## src/rtl/pmad_pkg.sv

```systemverilog
// Shared types and constants for the priority min-area downscaler.
package pmad_pkg;

    localparam int MW_W     = 7;   // map side register width
    localparam int OW_W     = 8;   // output side register width
    localparam int AXIS_W   = 12;  // area origin and block base width
    localparam int SCR_W    = 13;  // screen coordinate width
    localparam int REM_W    = 9;   // remainder accumulator width
    localparam int COLOUR_W = 2;
    localparam int CFG_IDX_W = 3;
    localparam int CFG_DATA_W = 12;

    localparam logic [CFG_IDX_W-1:0] CFG_MAP_WIDTH  = 3'd0;
    localparam logic [CFG_IDX_W-1:0] CFG_MAP_HEIGHT = 3'd1;
    localparam logic [CFG_IDX_W-1:0] CFG_OUT_WIDTH  = 3'd2;
    localparam logic [CFG_IDX_W-1:0] CFG_OUT_HEIGHT = 3'd3;
    localparam logic [CFG_IDX_W-1:0] CFG_AREA_LEFT  = 3'd4;
    localparam logic [CFG_IDX_W-1:0] CFG_AREA_TOP   = 3'd5;

    localparam logic ACT_WRITE  = 1'b0;
    localparam logic ACT_RENDER = 1'b1;

    localparam logic [COLOUR_W-1:0] COLOUR_UNMAPPED = 2'd3;
    localparam logic [AXIS_W-1:0]   BASE_MAX        = 12'hFFF;

    typedef struct packed {
        logic [MW_W-1:0] quotient;
        logic [OW_W-1:0] remainder;
    } t_div_res;

endpackage

```

## src/rtl/pmad_div.sv

```systemverilog
// Restoring divider, one quotient bit per cycle.
module pmad_div (
    input  logic                      i_clk,
    input  logic                      i_rst_n,
    input  logic                      i_start,
    input  logic [pmad_pkg::MW_W-1:0] i_dividend,
    input  logic [pmad_pkg::OW_W-1:0] i_divisor,
    output logic                      o_done,
    output pmad_pkg::t_div_res        o_res
);

    localparam int CNT_W = $clog2(pmad_pkg::MW_W + 1);

    logic [pmad_pkg::MW_W-1:0] r_dvd;
    logic [pmad_pkg::OW_W-1:0] r_rem;
    logic [pmad_pkg::OW_W-1:0] r_dsr;
    logic [CNT_W-1:0]          r_cnt;
    logic                      r_run;
    logic                      r_done;

    logic [pmad_pkg::OW_W:0]   trial;
    logic [pmad_pkg::OW_W:0]   diff;
    logic                      ge;

    assign trial = {r_rem, r_dvd[pmad_pkg::MW_W-1]};
    assign ge    = trial >= {1'b0, r_dsr};
    assign diff  = trial - {1'b0, r_dsr};

    always_ff @(posedge i_clk) begin
        if (!i_rst_n) begin
            r_run  <= 1'b0;
            r_done <= 1'b0;
            r_cnt  <= '0;
        end else begin
            r_done <= 1'b0;
            if (i_start) begin
                r_run <= 1'b1;
                r_cnt <= CNT_W'(pmad_pkg::MW_W);
            end else if (r_run) begin
                r_cnt <= r_cnt - CNT_W'(1);
                if (r_cnt == CNT_W'(1)) begin
                    r_run  <= 1'b0;
                    r_done <= 1'b1;
                end
            end
        end
    end

    always_ff @(posedge i_clk) begin
        if (i_start) begin
            r_dvd <= i_dividend;
            r_dsr <= i_divisor;
            r_rem <= '0;
        end else if (r_run) begin
            r_rem <= ge ? diff[pmad_pkg::OW_W-1:0] : trial[pmad_pkg::OW_W-1:0];
            r_dvd <= {r_dvd[pmad_pkg::MW_W-2:0], ge};
        end
    end

    assign o_done          = r_done;
    assign o_res.quotient  = r_dvd;
    assign o_res.remainder = r_rem;

endmodule

```

## config.mk

```make
export PLATFORM = sky130hd
export DESIGN_NAME = pmad_div
export DESIGN_NICKNAME = d
export VERILOG_FILES = /design/src/rtl/pmad_pkg.sv /design/src/rtl/pmad_div.sv
export SDC_FILE = /design/constraint.sdc
export NUM_CORES = 1
export LEC_CHECK = 0
export BUFFER_PORTS_ARGS = -buffer_cell sky130_fd_sc_hd__buf_2
export CAP_MARGIN = 20
export CORE_MARGIN = 2
export CORE_UTILIZATION = 54
export CTS_CLUSTER_DIAMETER = 60
export CTS_CLUSTER_SIZE = 28
export DETAILED_ROUTE_END_ITERATION = 6
export GPL_TIMING_DRIVEN = 0
export PLACE_DENSITY = 0.79
export SKIP_LAST_GASP = 1
export SYNTH_ARGS = -nofsm -noshare
export SYNTH_HDL_FRONTEND = slang
export SYNTH_SLANG_ARGS = --single-unit
```

## constraint.sdc

```tcl
create_clock -name i_clk -period 2.92 [get_ports i_clk]
set_input_delay 0.876 -clock i_clk [delete_from_list [all_inputs] [get_ports i_clk]]
set_output_delay 0.876 -clock i_clk [all_outputs]
set_load 0.02 [all_outputs]
```

# Word level (Yosys, flattened, before mapping)
# Cells that the tools add are included.
[totals] mem_bits_rw=0 register_bits=28 mem_count=0 rom_bits=0 latch_bits=0
[classes] eq_ne=1 div=0 n_bitwise=2 magnitude_cmp=1 n_mux=9 shifts=0 addsub=2 n_mul=0 n_reduce_logical=2
[op_table] op="$mux 7" count=2
[op_table] op="$ge 9x8->1" count=1
[op_table] op="$mux 8" count=1
[op_table] op="$sub 8x8->8" count=1
[op_table] op="$mux 3" count=2
[op_table] op="$mux 1" count=4
[op_table] op="$eq 3x1->1 const B" count=1
[op_table] op="$reduce_or 3->1" count=1
[op_table] op="$sub 3x1->3 const B" count=1
[op_table] op="$not 1->1" count=2
[op_table] op="$reduce_bool 2->1" count=1

# Logic depth before layout (Yosys ltp)
[depth] depth_word=4 depth_mapped=8

# Worst setup path after synthesis
# No wires, ideal clock.
[synth_path] path_type="reg2reg" from="register r_dvd[6] (netlist name)" to="register r_rem[6] (netlist name)" path_stages_with_launch=9 t_arrival_ns=2.087 synth_period_minus_slack_ns=2.178 path_buffers=0 setup_ns=0.091 path_slack_ns=0.742 path_cell_list="edfxtp_1 > inv_1 > ha_1 > fa_1 > nand2b_1 > a2111o_1 > o211ai_1 > o21ai_0 > a311oi_1"
[synth_via] elab_chain_cells=2 word_cells_on_any_way=3
[synth_lines] item="from (decl)" line="pmad_div.sv:14" text="logic [pmad_pkg::MW_W-1:0] r_dvd;"
[synth_lines] item="from (signal assigned)" line="pmad_div.sv:51" text="r_dvd <= i_dividend;"
[synth_lines] item="from (signal assigned)" line="pmad_div.sv:56" text="r_dvd <= {r_dvd[pmad_pkg::MW_W-2:0], ge};"
[synth_lines] item="$sub 8x8->8 / $ge 9x8->1 (equally long branches)" line="pmad_div.sv:27, pmad_div.sv:26"
[synth_lines] item="$mux 8 (*)" line="pmad_div.sv:55" text="r_rem <= ge ? diff[pmad_pkg::OW_W-1:0] : trial[pmad_pkg::OW_W-1:0];"
[synth_lines] item="to (signal assigned)" line="pmad_div.sv:55"
[synth_lines] item="to (decl)" line="pmad_div.sv:15" text="logic [pmad_pkg::OW_W-1:0] r_rem;"
# Every way passes the cells marked *; elsewhere a longest branch is shown, timed or not.
# A chain may end at the register's enable or synchronous reset.

# Final worst setup path
# Ends and elaborated chain as after synthesis.

==> impl_metrics.ini <==
[synth]
synth.top_cell.area_share_pct = 28.3
yosys_most_used_dff = edfxtp_1
synthArstFlopShare_pct = 0
synth-edff-count = 15
ys_types = 42
ys.warnings.count = 0
ys_top_cells_by_count = inv_1, edfxtp_1, dfxtp_1, nor2_1
synth_area_mm2 = 0.00159
yosysMostFrequentCell = inv_1
syn_nets = 190
syn_area_per_cell_um2 = 9.87
ys_ff_latch = 28
yosysTopAreaCell = edfxtp_1
syn_inst = 161
synth_area_leaders = edfxtp_1, dfxtp_1, ha_1, mux2_2, inv_1
ys_seq_area_share_pct = 44.7

[run_status]
run_status = finished, final reports clean

[critical_path]
cp_max_fo = 4
arrival_ns = 2.58
crit_path_max_incr_delay_ns = 0.43
regToRegStartpoint = r_dvd[6]
path_cells = inv_1, ha_1, fa_1, nand2b_1, a2111o_1, o211ai_1, o21ai_0, a311oi_1
end_kind = flop
path_buf_inv = 1
crit_required_ns = 3.18
cp-startpoint = r_dvd[6]
start_kind = flop
path_delay_family = compound AO/OA/AOI/OAI gates
critPathSlowestCell = fa_1
crit_type = reg -> reg

[die]
dieWidth_um = 58.2
die-height_um = 58.2
die_area_mm2 = 0.00339
initial_core_util_pct = 57.1
core_mm2 = 0.00278
io-pin-count = 34
rows = 19

[global_routing]
grt_pass1_wl_um = 5420
grt_max_degree = 16
grt_pass1_vias = 1202
grt-ovfl-total = 0
antenna_found_initial = 0
track_usage_pct = 21.0

[power_and_ir_drop]
ir_drop_v = 0.000409
leakage_nw = 0.806
power.density_mw_per_mm2 = 528

[placed_design]
place_congestion = 0.957
portBuffers = 33
dp_hpwl_um = 2510
pre_cts_ws_ns = 0.345

[cts]
clockBufferDepth = 2
clock_sinks = 28
insertion_delay_ns = 0.33
htreeDepth = 1
post_cts_buffers = 0
cts_made_buffers = 3
cts-root-buf = clkbuf_4
cts_resized = 0
cts_hold_buffers = 0
path_clk_slew_ns = 0.15
cts_tree = done

[timing]
fmax_ghz = 0.431
period_minus_slack_ns = 2.32
finalSetupTns_ns = 0
holdWs_ns = 0.544
finalHoldViolCount = 0
max_slew_margin_pct = 61.4
tightestPinTransition_ns = 0.574
finalCritPeriodShare_pct = 79.5
setup_slack_ns = 0.598
finalMaxSlewViolations = 0
fin_skew_ns = 0.00305
rsz0062_at_grt = no
setup_viol = 0

[routing]
dr.pass1.iters = 4
first_iter_violations = 79
vias_per_cell = 5.94
ant_nets = 0
route.vias.total = 1360
detail_route.wl_per_cell_um = 14.5
wirelength_um = 3320
drc = 0

[finish]
drive_above_1_share_pct = 24.7
nets = 228
n_antenna_cell = 0
syn_to_final_growth_pct = 15.1
fillers = 228

[job]
cap_violations = 0

[min_path]
hp-start = r_rem[4]
holdCritPathClass = reg -> reg
[layer usage]
layer  wire length [um]  vias to the layer above  track usage (%)
met1               1420                      630             29.8
met4                 74                        0             7.97
met3                235                        9             2.90
met2               1590                       55             32.8
met5                  0                        -                0
li1                   -                      666                -
[worst reg2reg max path, delay by kind of cell, from the launching register on]
family / cells / cell delay [ns]
AO/OA/AOI/OAI: 4 / 0.88
adder cells (fa/ha/maj): 2 / 0.68
buffers and inverters: 1 / 0.06
flip-flops: 1 / 0.42
AND/OR/NAND/NOR: 1 / 0.21
[cell usage in the layout (no fill, tap or decap), types with 9 or more instances in the layout]
cell type  netlist  final
o21ai_0          9      9
inv_1           16     16
nor2_1          13     13
dfxtp_1         13     13
buf_2            1     34
ha_1            10     10
edfxtp_1        15     15
nand2_1         10     10
[report_power, final]
group	internal, mW	switching [mW]	leakage, nW
Clock	0.0764	0.114	0.0210
Combinational	0.120	0.175	0.529
Sequential	0.456	0.0249	0.256
[kinds of logic after synthesis]
group,count (synthesis),share of synthesized area (%)
xor+xnor,5,2.76
mux,7,4.96
simple gates,47,14.6
fa+ha+maj,11,9.13
compound gates,41,18.3
buf+inv,22,5.51
flops,28,44.7
[per-stage QoR]
stage	power [mW]	util, %	area [um^2]	std cells
after floorplan	0.698	-	1590	161
after detailed placement	0.781	64.5	1790	225
final	0.966	65.8	1830	229
after global placement	0.771	64.5	1790	225
after global routing	1.02	65.8	1830	229
after CTS	0.970	65.8	1830	229
[path summary, 6_finish.rpt]
check,endpoint,slack (ns),depth (start not counted)
min,r_rem[4],0.54,2
max,r_rem[6],0.60,8
max reg2reg,r_rem[6],0.60,8
min reg2reg,r_rem[4],0.54,2
[registers in the layout, summed over array words and instances (netlist names)]
signal	cells
r_dsr	8
r_rem	8
r_dvd	7
r_cnt	3
o_done	1
r_run	1
[area by class of cell]
class,instances,area [um^2],area share (%)
well taps,31,38.8,2.12
repair buffers,33,165,9.03
plain buffers,6,27.5,1.50
inverters,16,60.1,3.28
multi-input cells,111,791,43.2
flip-flops and latches,28,711,38.9
clock buffers,4,36.3,1.98
No activity file was read; power rests on OpenSTA's default activity.
